$ cat config.mk
export PLATFORM = sky130hd
export DESIGN_NAME = serial_loaded_rom_bank_mapper_top_flat
export DESIGN_NICKNAME = d
export VERILOG_FILES = /design/src/sv/slrbm_pkg.sv /design/src/sv/slrbm_if.sv /design/src/sv/serial_loaded_rom_bank_mapper_top.sv /design/src/sv/slrbm_csr.sv /design/src/sv/slrbm_core.sv /design/src/flat_wrapper.sv
export SDC_FILE = /design/constraint.sdc
export NUM_CORES = 1
export LEC_CHECK = 0
export BUFFER_PORTS_ARGS = -buffer_cell sky130_fd_sc_hd__buf_4
export CAP_MARGIN = 20
export CORE_MARGIN = 8
export CORE_UTILIZATION = 50
export CTS_CLUSTER_SIZE = 28
export DETAILED_ROUTE_END_ITERATION = 8
export MAX_ROUTING_LAYER = met4
export PLACE_DENSITY = 0.72
export SLEW_MARGIN = 10
export SYNTH_ARGS = -nofsm -noshare
export SYNTH_HDL_FRONTEND = slang
export SYNTH_SLANG_ARGS = --single-unit
$ cat constraint.sdc
create_clock -name clock -period 3.2 [get_ports clock]
set_clock_uncertainty 0.05 [all_clocks]
set_input_delay 0.32 -clock clock [delete_from_list [all_inputs] [get_ports clock]]
set_output_delay 0.32 -clock clock [all_outputs]
set_load 0.05 [all_outputs]
$ cat src/sv/slrbm_pkg.sv
// ----------------------------------------------------------------------------
// slrbm_pkg
// Shared types and constants for the serial-loaded ROM bank mapper.
// ----------------------------------------------------------------------------
package slrbm_pkg;

   // request op codes
   localparam logic [1:0] OP_WRITE    = 2'd0;
   localparam logic [1:0] OP_PRG_READ = 2'd1;
   localparam logic [1:0] OP_CHR_READ = 2'd2;

   // register indexes on the csr port
   localparam logic [1:0] REG_PRG_BANK_COUNT = 2'd0;
   localparam logic [1:0] REG_PRG_BANK_MASK  = 2'd1;
   localparam logic [1:0] REG_CHR_BANK_MASK  = 2'd2;
   localparam logic [1:0] REG_CHR_IS_RAM     = 2'd3;

   localparam int CSR_ADDR_W = 4;

   // write regions, address bits 15..13
   localparam logic [2:0] RGN_CONTROL  = 3'b100;
   localparam logic [2:0] RGN_CHR_LOW  = 3'b101;
   localparam logic [2:0] RGN_CHR_HIGH = 3'b110;
   localparam logic [2:0] RGN_PRG      = 3'b111;

   localparam logic [5:0] SHIFT_MARK = 6'b100000;

   typedef struct packed {
      logic [5:0] prg_bank_count;
      logic [4:0] prg_bank_mask;
      logic [4:0] chr_bank_mask;
      logic       chr_is_ram;
   } cfg_type;

   typedef struct packed {
      logic [1:0]  op;
      logic [15:0] address;
      logic [7:0]  value;
      logic [31:0] cycle_stamp;
   } req_type;

endpackage

$ cat src/sv/slrbm_if.sv
// ----------------------------------------------------------------------------
// slrbm request / response channels
// Valid/ready channels carrying one mapper request and one response.
// ----------------------------------------------------------------------------
interface slrbm_req_if;
   logic        valid;
   logic        ready;
   logic [1:0]  op;
   logic [15:0] address;
   logic [7:0]  value;
   logic [31:0] cycle_stamp;

   modport source (output valid, op, address, value, cycle_stamp, input ready);
   modport sink   (input valid, op, address, value, cycle_stamp, output ready);
endinterface

interface slrbm_rsp_if;
   logic        valid;
   logic        ready;
   logic [18:0] rom_offset;
   logic [1:0]  mirroring;

   modport source (output valid, rom_offset, mirroring, input ready);
   modport sink   (input valid, rom_offset, mirroring, output ready);
endinterface

$ cat src/sv/serial_loaded_rom_bank_mapper_top.sv
// ----------------------------------------------------------------------------
// serial_loaded_rom_bank_mapper_top
// Cartridge bank mapper: serial register load and ROM offset translation.
// ----------------------------------------------------------------------------
// One request per clock: a request is captured in the input register, and the
// mapper state and the translated offset computed from it land in the
// response register once that register can take them. Every request gives
// exactly one response. The input register takes a new request whenever it is
// empty or its own request moves on into the response register, so a waiting
// response holds off the sender only once both registers are full. The rate
// is set by the single pass through the translation logic; state written by a
// mapper write is seen by the very next request. The user must configure via
// the APB-style port (4 registers at byte addresses 0, 4, 8, 12) only while no
// request is in flight; the block itself does not enforce this.
// ----------------------------------------------------------------------------
module serial_loaded_rom_bank_mapper_top
   import slrbm_pkg::*;
(
   input  logic                  clock,
   input  logic                  reset,
   slrbm_req_if.sink             req_ch,
   slrbm_rsp_if.source           rsp_ch,
   input  logic                  psel,
   input  logic                  penable,
   input  logic                  pwrite,
   input  logic [CSR_ADDR_W-1:0] paddr,
   input  logic [31:0]           pwdata,
   output logic [31:0]           prdata,
   output logic                  pready
);

   cfg_type     cfg;

   // input register
   logic        in_valid_ff, in_valid_in;
   req_type     in_data_ff;

   // response register
   logic        out_valid_ff, out_valid_in;
   logic [18:0] out_offset_ff;
   logic [1:0]  out_mirror_ff;

   logic        advance;   // response register can take a new result
   logic        req_fire;
   logic        commit;    // request in the input register retires
   logic [18:0] core_offset;
   logic [1:0]  core_mirror;

   slrbm_csr u_csr (
      .clock   (clock),
      .reset   (reset),
      .psel    (psel),
      .penable (penable),
      .pwrite  (pwrite),
      .paddr   (paddr),
      .pwdata  (pwdata),
      .prdata  (prdata),
      .pready  (pready),
      .cfg     (cfg)
   );

   assign advance      = !out_valid_ff || rsp_ch.ready;
   assign req_ch.ready = !in_valid_ff || advance;
   assign req_fire     = req_ch.valid && req_ch.ready;
   assign commit       = in_valid_ff && advance;

   // hold the request until its result moves into the response register
   always_comb begin
      in_valid_in = in_valid_ff;
      if (req_fire) begin
         in_valid_in = 1'b1;
      end else if (advance) begin
         in_valid_in = 1'b0;
      end
   end

   always_comb begin
      out_valid_in = out_valid_ff;
      if (advance) begin
         out_valid_in = in_valid_ff;
      end
   end

   slrbm_core u_core (
      .clock      (clock),
      .reset      (reset),
      .cfg        (cfg),
      .commit     (commit),
      .item       (in_data_ff),
      .rom_offset (core_offset),
      .mirroring  (core_mirror)
   );

   always_ff @(posedge clock) begin
      if (reset) begin
         in_valid_ff  <= 1'b0;
         out_valid_ff <= 1'b0;
      end else begin
         in_valid_ff  <= in_valid_in;
         out_valid_ff <= out_valid_in;
      end
   end

   // payload registers, no reset
   always_ff @(posedge clock) begin
      if (req_fire) begin
         in_data_ff.op          <= req_ch.op;
         in_data_ff.address     <= req_ch.address;
         in_data_ff.value       <= req_ch.value;
         in_data_ff.cycle_stamp <= req_ch.cycle_stamp;
      end
      if (commit) begin
         out_offset_ff <= core_offset;
         out_mirror_ff <= core_mirror;
      end
   end

   assign rsp_ch.valid      = out_valid_ff;
   assign rsp_ch.rom_offset = out_offset_ff;
   assign rsp_ch.mirroring  = out_mirror_ff;

endmodule

$ cat src/sv/slrbm_csr.sv
// ----------------------------------------------------------------------------
// slrbm_csr
// APB-style configuration registers of the bank mapper.
// ----------------------------------------------------------------------------
module slrbm_csr
   import slrbm_pkg::*;
(
   input  logic                  clock,
   input  logic                  reset,
   input  logic                  psel,
   input  logic                  penable,
   input  logic                  pwrite,
   input  logic [CSR_ADDR_W-1:0] paddr,
   input  logic [31:0]           pwdata,
   output logic [31:0]           prdata,
   output logic                  pready,
   output cfg_type               cfg
);

   cfg_type    cfg_ff, cfg_in;
   logic       wr_en;
   logic [1:0] reg_idx;

   assign pready  = 1'b1;
   assign wr_en   = psel && penable && pwrite;
   assign reg_idx = paddr[3:2];
   assign cfg     = cfg_ff;

   always_comb begin
      cfg_in = cfg_ff;
      if (wr_en) begin
         case (reg_idx)
            REG_PRG_BANK_COUNT: cfg_in.prg_bank_count = pwdata[5:0];
            REG_PRG_BANK_MASK:  cfg_in.prg_bank_mask  = pwdata[4:0];
            REG_CHR_BANK_MASK:  cfg_in.chr_bank_mask  = pwdata[4:0];
            REG_CHR_IS_RAM:     cfg_in.chr_is_ram     = pwdata[0];
            default:            cfg_in = cfg_ff;
         endcase
      end
   end

   always_comb begin
      case (reg_idx)
         REG_PRG_BANK_COUNT: prdata = {26'd0, cfg_ff.prg_bank_count};
         REG_PRG_BANK_MASK:  prdata = {27'd0, cfg_ff.prg_bank_mask};
         REG_CHR_BANK_MASK:  prdata = {27'd0, cfg_ff.chr_bank_mask};
         REG_CHR_IS_RAM:     prdata = {31'd0, cfg_ff.chr_is_ram};
         default:            prdata = 32'd0;
      endcase
   end

   always_ff @(posedge clock) begin
      if (reset) begin
         cfg_ff.prg_bank_count <= 6'd2;
         cfg_ff.prg_bank_mask  <= 5'd1;
         cfg_ff.chr_bank_mask  <= 5'd1;
         cfg_ff.chr_is_ram     <= 1'b0;
      end else begin
         cfg_ff <= cfg_in;
      end
   end

endmodule

$ cat src/sv/slrbm_core.sv
// ----------------------------------------------------------------------------
// slrbm_core
// Serial load register, bank state and address translation.
// ----------------------------------------------------------------------------
module slrbm_core
   import slrbm_pkg::*;
(
   input  logic        clock,
   input  logic        reset,
   input  cfg_type     cfg,
   input  logic        commit,
   input  req_type     item,
   output logic [18:0] rom_offset,
   output logic [1:0]  mirroring
);

   typedef struct packed {
      logic [4:0] low;
      logic [4:0] high;
      logic       is_last;
   } prg_map_type;

   logic [5:0]  shift_ff, shift_in;
   logic [31:0] last_cycle_ff, last_cycle_in;
   logic        last_valid_ff, last_valid_in;
   logic [1:0]  prg_win_ff, prg_win_in;
   logic        chr_mode_ff, chr_mode_in;
   logic [4:0]  prg_sel_ff, prg_sel_in;
   logic [4:0]  chr_sel_lo_ff, chr_sel_lo_in;
   logic [4:0]  chr_sel_hi_ff, chr_sel_hi_in;
   logic [1:0]  mirror_ff, mirror_in;
   prg_map_type prg_map_ff, prg_map_in;

   logic        stamp_repeat;
   logic [5:0]  shifted;
   logic [4:0]  data;
   logic        prg_touch;
   logic [4:0]  chr_lo_bank, chr_hi_bank;
   logic [4:0]  prg_bank;
   logic [4:0]  last_bank;

   // bank windows after a program mode or select change
   function automatic prg_map_type prg_remap(input logic [1:0] mode, input logic [4:0] sel,
                                             input logic [5:0] count,
                                             input prg_map_type cur);
      prg_map_type m;
      m = cur;
      case (mode)
         2'd0, 2'd1: begin
            m.low     = {sel[4:1], 1'b0};
            m.high    = {sel[4:1], 1'b1};
            m.is_last = 1'b0;
         end
         2'd2: begin
            m.low     = {sel[4], 4'd0};
            m.high    = sel;
            m.is_last = 1'b0;
         end
         default: begin
            m.low = sel;
            if (count > 6'd16) begin
               m.high    = sel[4] ? 5'd31 : 5'd15;
               m.is_last = 1'b0;
            end else begin
               m.is_last = 1'b1;
            end
         end
      endcase
      return m;
   endfunction

   assign stamp_repeat = last_valid_ff && (item.cycle_stamp == last_cycle_ff);
   assign shifted      = {item.value[0], shift_ff[5:1]};
   assign data         = shifted[5:1];

   always_comb begin
      shift_in      = shift_ff;
      last_cycle_in = last_cycle_ff;
      last_valid_in = last_valid_ff;
      prg_win_in    = prg_win_ff;
      chr_mode_in   = chr_mode_ff;
      prg_sel_in    = prg_sel_ff;
      chr_sel_lo_in = chr_sel_lo_ff;
      chr_sel_hi_in = chr_sel_hi_ff;
      mirror_in     = mirror_ff;
      prg_touch     = 1'b0;
      if (item.op == OP_WRITE) begin
         last_cycle_in = item.cycle_stamp;
         last_valid_in = 1'b1;
         if (item.value[7]) begin
            shift_in   = SHIFT_MARK;
            prg_win_in = 2'd3;
            prg_touch  = 1'b1;
         end else if (!stamp_repeat) begin
            shift_in = shifted;
            if (shifted[0]) begin
               shift_in = SHIFT_MARK;
               case (item.address[15:13])
                  RGN_CONTROL: begin
                     mirror_in   = data[1:0];
                     chr_mode_in = data[4];
                     prg_win_in  = data[3:2];
                     prg_touch   = 1'b1;
                  end
                  RGN_CHR_LOW: begin
                     if (cfg.chr_is_ram) begin
                        prg_sel_in = {data[4], prg_sel_ff[3:0]} & cfg.prg_bank_mask;
                        prg_touch  = 1'b1;
                     end else begin
                        chr_sel_lo_in = data & cfg.chr_bank_mask;
                     end
                  end
                  RGN_CHR_HIGH: begin
                     if (chr_mode_ff) begin
                        if (cfg.chr_is_ram) begin
                           prg_sel_in = {data[4], prg_sel_ff[3:0]} & cfg.prg_bank_mask;
                           prg_touch  = 1'b1;
                        end else begin
                           chr_sel_hi_in = data & cfg.chr_bank_mask;
                        end
                     end
                  end
                  RGN_PRG: begin
                     prg_sel_in = {prg_sel_ff[4], data[3:0]} & cfg.prg_bank_mask;
                     prg_touch  = 1'b1;
                  end
                  default: ;
               endcase
            end
         end
      end
      prg_map_in = prg_touch ?
                   prg_remap(prg_win_in, prg_sel_in, cfg.prg_bank_count, prg_map_ff) :
                   prg_map_ff;
   end

   // pattern windows follow directly from the selects and mode
   assign chr_lo_bank = chr_mode_ff ? chr_sel_lo_ff : {chr_sel_lo_ff[4:1], 1'b0};
   assign chr_hi_bank = chr_mode_ff ? chr_sel_hi_ff : {chr_sel_lo_ff[4:1], 1'b1};
   assign last_bank   = cfg.prg_bank_count[4:0] - 5'd1;

   always_comb begin
      if (item.address < 16'hC000) begin
         prg_bank = prg_map_ff.low;
      end else if (prg_map_ff.is_last) begin
         prg_bank = last_bank;
      end else begin
         prg_bank = prg_map_ff.high;
      end
   end

   always_comb begin
      case (item.op)
         OP_PRG_READ: rom_offset = {prg_bank, item.address[13:0]};
         OP_CHR_READ: begin
            if (cfg.chr_is_ram) begin
               rom_offset = {3'd0, item.address};
            end else if (item.address < 16'h1000) begin
               rom_offset = {2'd0, chr_lo_bank, item.address[11:0]};
            end else begin
               rom_offset = {2'd0, chr_hi_bank, item.address[11:0]};
            end
         end
         default: rom_offset = 19'd0;
      endcase
   end

   assign mirroring = mirror_in;

   always_ff @(posedge clock) begin
      if (reset) begin
         shift_ff           <= SHIFT_MARK;
         last_cycle_ff      <= 32'd0;
         last_valid_ff      <= 1'b0;
         prg_win_ff         <= 2'd3;
         chr_mode_ff        <= 1'b0;
         prg_sel_ff         <= 5'd0;
         chr_sel_lo_ff      <= 5'd0;
         chr_sel_hi_ff      <= 5'd0;
         mirror_ff          <= 2'd0;
         prg_map_ff.low     <= 5'd0;
         prg_map_ff.high    <= 5'd0;
         prg_map_ff.is_last <= 1'b1;
      end else if (commit) begin
         shift_ff      <= shift_in;
         last_cycle_ff <= last_cycle_in;
         last_valid_ff <= last_valid_in;
         prg_win_ff    <= prg_win_in;
         chr_mode_ff   <= chr_mode_in;
         prg_sel_ff    <= prg_sel_in;
         chr_sel_lo_ff <= chr_sel_lo_in;
         chr_sel_hi_ff <= chr_sel_hi_in;
         mirror_ff     <= mirror_in;
         prg_map_ff    <= prg_map_in;
      end
   end

endmodule

$ cat src/flat_wrapper.sv
// flat-port wrapper written by rule: the top's interface ports become plain ports
module serial_loaded_rom_bank_mapper_top_flat import slrbm_pkg::*;
  (clock, reset, psel, penable, pwrite, paddr, pwdata, prdata, pready, req_ch_valid, req_ch_op, req_ch_address, req_ch_value, req_ch_cycle_stamp, req_ch_ready, rsp_ch_valid, rsp_ch_rom_offset, rsp_ch_mirroring, rsp_ch_ready);
  slrbm_req_if req_ch_i ();
  slrbm_rsp_if rsp_ch_i ();
  input  logic clock;
  input  logic reset;
  input  logic psel;
  input  logic penable;
  input  logic pwrite;
  input  logic [CSR_ADDR_W-1:0] paddr;
  input  logic [31:0] pwdata;
  output logic [31:0] prdata;
  output logic pready;
  input wire logic [$bits(req_ch_i.valid)-1:0] req_ch_valid;
  input wire logic [$bits(req_ch_i.op)-1:0] req_ch_op;
  input wire logic [$bits(req_ch_i.address)-1:0] req_ch_address;
  input wire logic [$bits(req_ch_i.value)-1:0] req_ch_value;
  input wire logic [$bits(req_ch_i.cycle_stamp)-1:0] req_ch_cycle_stamp;
  output wire logic [$bits(req_ch_i.ready)-1:0] req_ch_ready;
  output wire logic [$bits(rsp_ch_i.valid)-1:0] rsp_ch_valid;
  output wire logic [$bits(rsp_ch_i.rom_offset)-1:0] rsp_ch_rom_offset;
  output wire logic [$bits(rsp_ch_i.mirroring)-1:0] rsp_ch_mirroring;
  input wire logic [$bits(rsp_ch_i.ready)-1:0] rsp_ch_ready;
  assign req_ch_i.valid = req_ch_valid;
  assign req_ch_i.op = req_ch_op;
  assign req_ch_i.address = req_ch_address;
  assign req_ch_i.value = req_ch_value;
  assign req_ch_i.cycle_stamp = req_ch_cycle_stamp;
  assign req_ch_ready = req_ch_i.ready;
  assign rsp_ch_valid = rsp_ch_i.valid;
  assign rsp_ch_rom_offset = rsp_ch_i.rom_offset;
  assign rsp_ch_mirroring = rsp_ch_i.mirroring;
  assign rsp_ch_i.ready = rsp_ch_ready;
  serial_loaded_rom_bank_mapper_top u_core (.clock(clock), .reset(reset), .req_ch(req_ch_i), .rsp_ch(rsp_ch_i), .psel(psel), .penable(penable), .pwrite(pwrite), .paddr(paddr), .pwdata(pwdata), .prdata(prdata), .pready(pready));
endmodule
==> run metrics, run 1 <==
Clock Pin Slew Worst Setup and Hold Paths=0.07 ns; root buf cell=clkbuf_16; Filler Cell Count=1128; placed cell areas=roughly 7800 sq um; Syn Std Cell Area=between 7000 and 8000 sq um; die extent in y=134 microns; Startpoint Class=register; final worst path period share=around 89%; DR pass1 iterations=5; fin worst setup slack=~0.35 ns; port bufs=95; Final Non-Filler Cells=slightly below 1000; FF-to-FF End=u_core.u_core.prg_map_ff[1]$_SDFFE_PP0P_; ratio of cells with drive above 1 in the final layout=a little under a fifth; Antenna Violating Nets Remaining=0; final RePlAce weighted congestion=slightly below 0.9; drt drc=0; post-DP HPWL=11300 microns; H-tree depth=4; Final setup viols=0; leakage power=roughly 3.3 nW; Vias/cell=between 5 and 6; Post-Place Setup Slack=0.375 ns; die area=18100 sq um; TritonCTS buffer count=17; first-pass GRT wire length=between 20000 and 25000 microns; Register Area=about 4000 sq um; most frequent cells in the layout=buf_4, nand2_1, dfxtp_1, edfxtp_1, nor2_1; Worst Path Required=about 3.5 ns; net switching power=about 1.2 mW; RSZ-0062 raised after global routing=no; Routed WL per cell=about 16 microns; Comb power frac=a little under a tenth; pwr dens=around 540 nW/um^2; CP startpoint=u_core.in_data_ff[3]$_DFFE_PP_; Crit path arrival time=3.14 ns; Slew Limit Fails=0; crit-path max FO=8; Starting Density=50.9%; Synth Flop Type=dfxtp_1; standard-cell rows=43; Clock power frac=41.0%; DRT Wirelength=around 15000 microns; Setup CP Type=register to register; CP Capture Type=register; Synth async-reset ratio=0%; Die W=134 microns; syn avg cell area=just over 10 sq um; Reg2Reg Depth=9; Seq pwr share=49.7%; Worst setup endpoint=u_core.u_core.prg_map_ff[1]$_SDFFE_PP0P_; grt ovf=0; Total Power=between 4 and 5 mW; Ant. Diodes=0; switching power share of the total=roughly a quarter; Finished Cell Area=roughly 8400 sq um; post-route setup TNS=0 ns; Slew @ Worst Pin=0.655 ns; Internal Pwr Total=~3.4 mW; Worst R2R Setup Slack=0.35 ns; vias in the first global route=5031; Synth warnings=0; via count=about 5000; PostCTS Resize Cnt=0; Clk Latency, worst-skew pair=between 0.4 and 0.5 ns; total track usage=between 15 and 20%; Min-Delay Path Class=input pin to register; pin count of the biggest net entering global routing=52; VDD IR max=~480 uV; Seq/Total Area, Yosys=between 50% and 60%; Maximum Capacitance Violations=0; Max clock buf depth=2; Slowest-stage cell, CP=or4b_4; max incr delay on CP=between 0.5 and 0.6 ns; drt initial violations=roughly 330; total core area=~14000 sq um; area of the multi-input gates=2810 sq um; Tmin final=between 2 and 3 ns; RR Startpoint=u_core.in_data_ff[3]$_DFFE_PP_; run status=finished clean; Max-slew headroom=56.3%; Area growth syn-to-layout=20.5%; commonest non-fill, non-tap cell in the layout=buf_4; Critical Path, Cell by Cell=xnor2_1 > nand4_1 > or4b_4 > o311ai_4 > buf_4 > a211o_1 > a22o_1 > nor2_1 > a211oi_2; Fin. Hold Viols=0; nets@finish=between 800 and 900; number of flops mapped to enable cells by yosys=between 70 and 80; Max Clk Rate=approximately 350 MHz; IO Pins=between 150 and 200; Synth Instances=676; Distinct cells, synth=slightly above 50; CTS tree=done; number of synthesized register bits=~160; dpl cells=930; initial antenna violation count=0; Sink Count=around 160
[sequential cells by signal, indices dropped and copies added (netlist names)]
signal                       count
u_core.in_data_ff               52
u_core.u_core.last_cycle_ff     32
u_core.rsp_ch.rom_offset        19
u_core.u_csr.cfg                17
u_core.u_core.prg_map_ff        11
u_core.u_core.chr_sel_hi_ff      5
u_core.u_core.chr_sel_lo_ff      5
u_core.u_core.prg_sel_ff         5
u_core.u_core.shift_ff           5
u_core.rsp_ch.mirroring          2
u_core.u_core.mirror_ff          2
u_core.u_core.prg_win_ff         2
u_core.in_valid_ff               1
u_core.rsp_ch.valid              1
u_core.u_core.chr_mode_ff        1
u_core.u_core.last_valid_ff      1
[metal layers]
layer  track usage (%)  wire, microns  share of wire, %
met5                 -              0                 0
met4              4.62            169               1.1
met3              4.90           1000               6.5
met2              30.1           7880                51
met1              20.5           6380                41
[Yosys cell counts, types with 2 or more instances]
| cell type | instances | share of area [%] |
|---|---|---|
| nand2_1 | 103 | 5.5 |
| dfxtp_1 | 88 | 25 |
| edfxtp_1 | 73 | 31 |
| nor2_1 | 58 | 3.1 |
| a21oi_1 | 48 | 3.4 |
| mux2i_1 | 39 | 5.6 |
| xnor2_1 | 33 | 4.1 |
| buf_4 | 27 | 2.9 |
| clkbuf_1 | 27 | 1.4 |
| and2_1 | 25 | 2.2 |
| nand3_1 | 18 | 1.3 |
| o21ai_0 | 17 | 1.2 |
| nand4_1 | 12 | 1.1 |
| nor2b_1 | 12 | 1.1 |
| nand2b_1 | 8 | 0.71 |
| nor3_1 | 8 | 0.57 |
| inv_1 | 7 | 0.37 |
| o22ai_1 | 6 | 0.54 |
| o31ai_1 | 6 | 0.64 |
| a211oi_1 | 5 | 0.54 |
| a21o_1 | 4 | 0.43 |
| ha_1 | 4 | 0.71 |
| a211o_1 | 3 | 0.37 |
| a22oi_1 | 3 | 0.32 |
| or4_1 | 3 | 0.32 |
| xor2_1 | 3 | 0.37 |
| a211oi_2 | 2 | 0.36 |
| a311o_1 | 2 | 0.29 |
| and3_1 | 2 | 0.18 |
| conb_1 | 2 | 0.11 |
| mux2_2 | 2 | 0.32 |
| nor2_2 | 2 | 0.18 |
| nor3b_1 | 2 | 0.21 |
| nor4_1 | 2 | 0.18 |
| o211a_1 | 2 | 0.29 |
| o21a_1 | 2 | 0.21 |
| or3_1 | 2 | 0.18 |
[critical path, delay by kind of cell (launching register included)]
family,cells,cell delay [ns]
XOR/XNOR,1,0.30
flip-flops,1,0.41
AO/OA/AOI/OAI,4,1.00
buffers and inverters,1,0.21
AND/OR/NAND/NOR,3,0.80
[power groups by stage]
stage / clock network, mW / registers (mW) / logic (mW)
final: 1.88 / 2.28 / 0.426
after global routing: 2.00 / 2.28 / 0.457
after CTS: 1.91 / 2.28 / 0.421
after detailed placement: 0 / 2.32 / 0.418
after global placement: 0 / 2.32 / 0.408
after floorplan: 0 / 2.36 / 0.262
[per-stage QoR]
stage	hold slack, ns	utilization [%]
after detailed placement	0.411	56.7
after floorplan	0.369	-
after global placement	0.404	56.7
after global routing	0.000988	61.3
after CTS	0.000755	60.8
final	0.0210	61.3
[cells by family (layout without fill, tap and decap cells)]
| logic type | count (synthesis) | after routing | synth area share [%] |
|---|---|---|---|
| mux | 42 | 42 | 6.21 |
| xor+xnor | 36 | 36 | 4.50 |
| buf+inv | 64 | 154 | 4.89 |
| flops | 161 | 161 | 56.4 |
| other cells | 2 | 27 | 0.107 |
| simple gates | 260 | 260 | 17.3 |
| fa+ha+maj | 4 | 4 | 0.714 |
| compound gates | 107 | 107 | 9.92 |
[area by class of cell]
type                    count  share of cell area (%)
flip-flops and latches    161                    46.8
inverters                   8                   0.355
multi-input cells         476                    33.2
well taps                 180                    2.67
repair buffers            114                    10.4
clock inverters            14                    1.45
clock buffers              18                    5.08
[worst min path at each step]
stage | startpoint | depth (start not counted) | slack, ns | to
2_1_floorplan | req_ch_cycle_stamp[0] | 0 | 0.37 | u_core.in_data_ff[0]$_DFFE_PP_
3_3_place_gp | u_core.u_core.last_cycle_ff[18]$_SDFFE_PP0P_ | 2 | 0.40 | u_core.u_core.last_cycle_ff[18]$_SDFFE_PP0P_
3_5_place_dp | u_core.u_core.last_cycle_ff[17]$_SDFFE_PP0P_ | 2 | 0.41 | u_core.u_core.last_cycle_ff[17]$_SDFFE_PP0P_
4_1_cts | req_ch_cycle_stamp[21] | 1 | 0.0008 | u_core.in_data_ff[21]$_DFFE_PP_
5_1_grt | req_ch_address[5] | 1 | 0.001 | u_core.in_data_ff[45]$_DFFE_PP_
6_report | req_ch_address[6] | 1 | 0.02 | u_core.in_data_ff[46]$_DFFE_PP_
[repair_timing]
action	in CTS	in global routing
setup buffers	0	0
endpoints found under the hold margin	1	8
hold buffers	1	8
Power figures use the tool's default switching activity.
==> run 2, diff against run 1 <==
--- a/config.mk
+++ b/config.mk
@@ -7,12 +7,11 @@
 export LEC_CHECK = 0
 export BUFFER_PORTS_ARGS = -buffer_cell sky130_fd_sc_hd__buf_4
 export CAP_MARGIN = 20
-export CORE_MARGIN = 8
 export CORE_UTILIZATION = 50
 export CTS_CLUSTER_SIZE = 28
 export DETAILED_ROUTE_END_ITERATION = 8
 export MAX_ROUTING_LAYER = met4
-export PLACE_DENSITY = 0.72
+export PLACE_DENSITY = 0.75
 export SLEW_MARGIN = 10
 export SYNTH_ARGS = -nofsm -noshare
 export SYNTH_HDL_FRONTEND = slang
==> run 2 against run 1 <==
  * Largest cell class unchanged
  * Hold slack worse by 0.011 ns
  * Highest routed layer unchanged
  * Maximum frequency down 3.1%
  * Sequential power about the same
  * Clock power about the same
  * Power about the same
  * Via count up 3.3%
  * Clock-buffer cell count unchanged
  * Sequential share of layout area down 0.87 points
  * Setup slack worse by 0.091 ns
  * Die area down 20%
  * Non-clock buffer count up 16
==> run metrics, run 2 (synthesis results as in run 1) <==
CP Capture Type=register; Ant. Diodes=0; Clock power frac=roughly two fifths; Final setup viols=0; max incr delay on CP=0.58 ns; Worst Path Required=between 3 and 4 ns; Antenna Violating Nets Remaining=0; final worst path period share=a little over 90%; Crit path arrival time=between 3 and 4 ns; drt initial violations=slightly above 300; Max Clk Rate=340 MHz; Maximum Capacitance Violations=0; Slew Limit Fails=0; Worst R2R Setup Slack=0.26 ns; Worst setup endpoint=u_core.u_core.mirror_ff[0]$_SDFFE_PP0P_; Sink Count=roughly 160; Seq pwr share=~50%; Filler Cell Count=between 1000 and 1500; DR pass1 iterations=4; die area=about 14000 sq um; run status=finished clean; CTS tree=done; standard-cell rows=42; total core area=about 13000 sq um; Clock Pin Slew Worst Setup and Hold Paths=about 0.060 ns; Setup CP Type=register to register; Max clock buf depth=2; Fin. Hold Viols=0; Die W=between 100 and 150 microns; initial antenna violation count=0; max reg flops=52; Comb power frac=9.7%; Vias/cell=between 5 and 6; total track usage=~22%; port bufs=between 90 and 100; Routed WL per cell=around 16 microns; Max-slew headroom=between 40 and 50%; leakage power=3.32 nW; crit-path max FO=9; final RePlAce weighted congestion=0.865; ratio of cells with drive above 1 in the final layout=between 15 and 20%; Internal Pwr Total=approximately 3.4 mW; Startpoint Class=register; nets@finish=899; drt drc=0; net switching power=roughly 1.2 mW; post-route setup TNS=0 ns; Area growth syn-to-layout=22.8%; root buf cell=clkbuf_16; via count=approximately 5200; CP startpoint=u_core.in_data_ff[9]$_DFFE_PP_; Tmin final=between 2 and 3 ns; H-tree depth=4; vias in the first global route=roughly 5000; RSZ-0062 raised after global routing=no; Min-Delay Path Class=input pin to register; TritonCTS buffer count=17; VDD IR max=439 uV; IO Pins=between 150 and 200; die extent in y=approximately 120 microns; Reg with most FFs=u_core.in_data_ff; FF-to-FF End=u_core.u_core.mirror_ff[0]$_SDFFE_PP0P_; Slowest-stage cell, CP=or4_4; first-pass GRT wire length=between 20000 and 25000 microns; grt ovf=0; Slew @ Worst Pin=0.783 ns; most frequent cells in the layout=nand2_1, buf_4, dfxtp_1, edfxtp_1, nor2_1; PostCTS Resize Cnt=0; RR Startpoint=u_core.in_data_ff[9]$_DFFE_PP_; Fin Hold WS=approximately 0.010 ns; commonest non-fill, non-tap cell in the layout=nand2_1; post-DP HPWL=between 10000 and 15000 microns; pwr dens=around 530 nW/um^2; DRT Wirelength=15500 microns; Reg2Reg Depth=8; switching power share of the total=about 26%; Starting Density=52.1%; Critical Path, Cell by Cell=xnor2_1 > nand4_1 > or4_4 > o311ai_4 > nor2_2 > nand2_1 > mux2_2 > o211a_1; Clk Latency, worst-skew pair=0.43 ns; hold path cells=1; pin count of the biggest net entering global routing=between 40 and 50
==> run 2: changes by cell type in the layout (fill, tap and decap cells not counted), sizes merged <==
cell         delta
dlygate4sd3    +18
buf             -2
clkinv          +3
inv             -3
==> run 2: cell type report <==
type,instances,area (sq um),share of cell area [%]
clock buffer,18,429,4.99
clock inverter,14,110,1.28
inverter,8,30.0,0.349
multi-input combinational,476,2810,32.6
sequential,161,3950,45.9
tap,176,220,2.56
timing repair buffer,130,1060,12.3
==> run 2: layer usage <==
metal | track usage, % | share of wire (%) | vias up
li1 | - | - | 2549
met1 | 25.1 | 41 | 2473
met2 | 38.4 | 53 | 164
met3 | 5.00 | 4.4 | 21
met4 | 10.1 | 2.0 | 0
met5 | - | 0 | -
==> run 2: how the worst min path moves through the flow <==
stage | startpoint | endpoint | slack, ns
floorplan | req_ch_cycle_stamp[0] | u_core.in_data_ff[0]$_DFFE_PP_ | 0.37
detailed placement | u_core.u_core.last_cycle_ff[7]$_SDFFE_PP0P_ | u_core.u_core.last_cycle_ff[7]$_SDFFE_PP0P_ | 0.41
CTS | req_ch_address[0] | u_core.in_data_ff[40]$_DFFE_PP_ | 0.0002
finish | req_ch_cycle_stamp[13] | u_core.in_data_ff[13]$_DFFE_PP_ | 0.01
global placement | u_core.u_core.last_cycle_ff[14]$_SDFFE_PP0P_ | u_core.u_core.last_cycle_ff[14]$_SDFFE_PP0P_ | 0.40
global route | req_ch_cycle_stamp[11] | u_core.in_data_ff[11]$_DFFE_PP_ | -0.001
==> run 2: metrics by stage <==
step	util (%)	cells	cell area [sq um]	power, mW	setup WS, ns
2_1_floorplan	-	701	7100	2.62	0.346
3_3_place_gp	58.0	924	7800	2.72	0.330
3_5_place_dp	58.0	924	7800	2.74	0.254
4_1_cts	62.3	960	8380	4.58	0.237
5_1_grt	64.0	983	8610	4.72	0.0987
6_report	64.0	983	8610	4.58	0.259
==> run 2: worst max-delay path: cells and delay by family, from the launching register on <==
family | cells | cell delay, ns
and+or+nand+nor | 4 | 1.03
AOI/OAI and AO/OA | 2 | 0.76
DFF | 1 | 0.42
muxes | 1 | 0.36
xor gates and xnor gates | 1 | 0.22
==> run 2: power groups by stage <==
stage | Combinational, mW | Clock (mW) | Sequential [mW]
after floorplan | 0.262 | 0 | 2.36
final | 0.443 | 1.85 | 2.28
after detailed placement | 0.416 | 0 | 2.32
after global routing | 0.474 | 1.96 | 2.29
after CTS | 0.422 | 1.87 | 2.28
after global placement | 0.406 | 0 | 2.32
==> run 2: what timing repair did <==
action,4_1_cts,5_1_grt
hold endpoints to repair,4,23
hold buffers,4,23
setup buffers,0,0
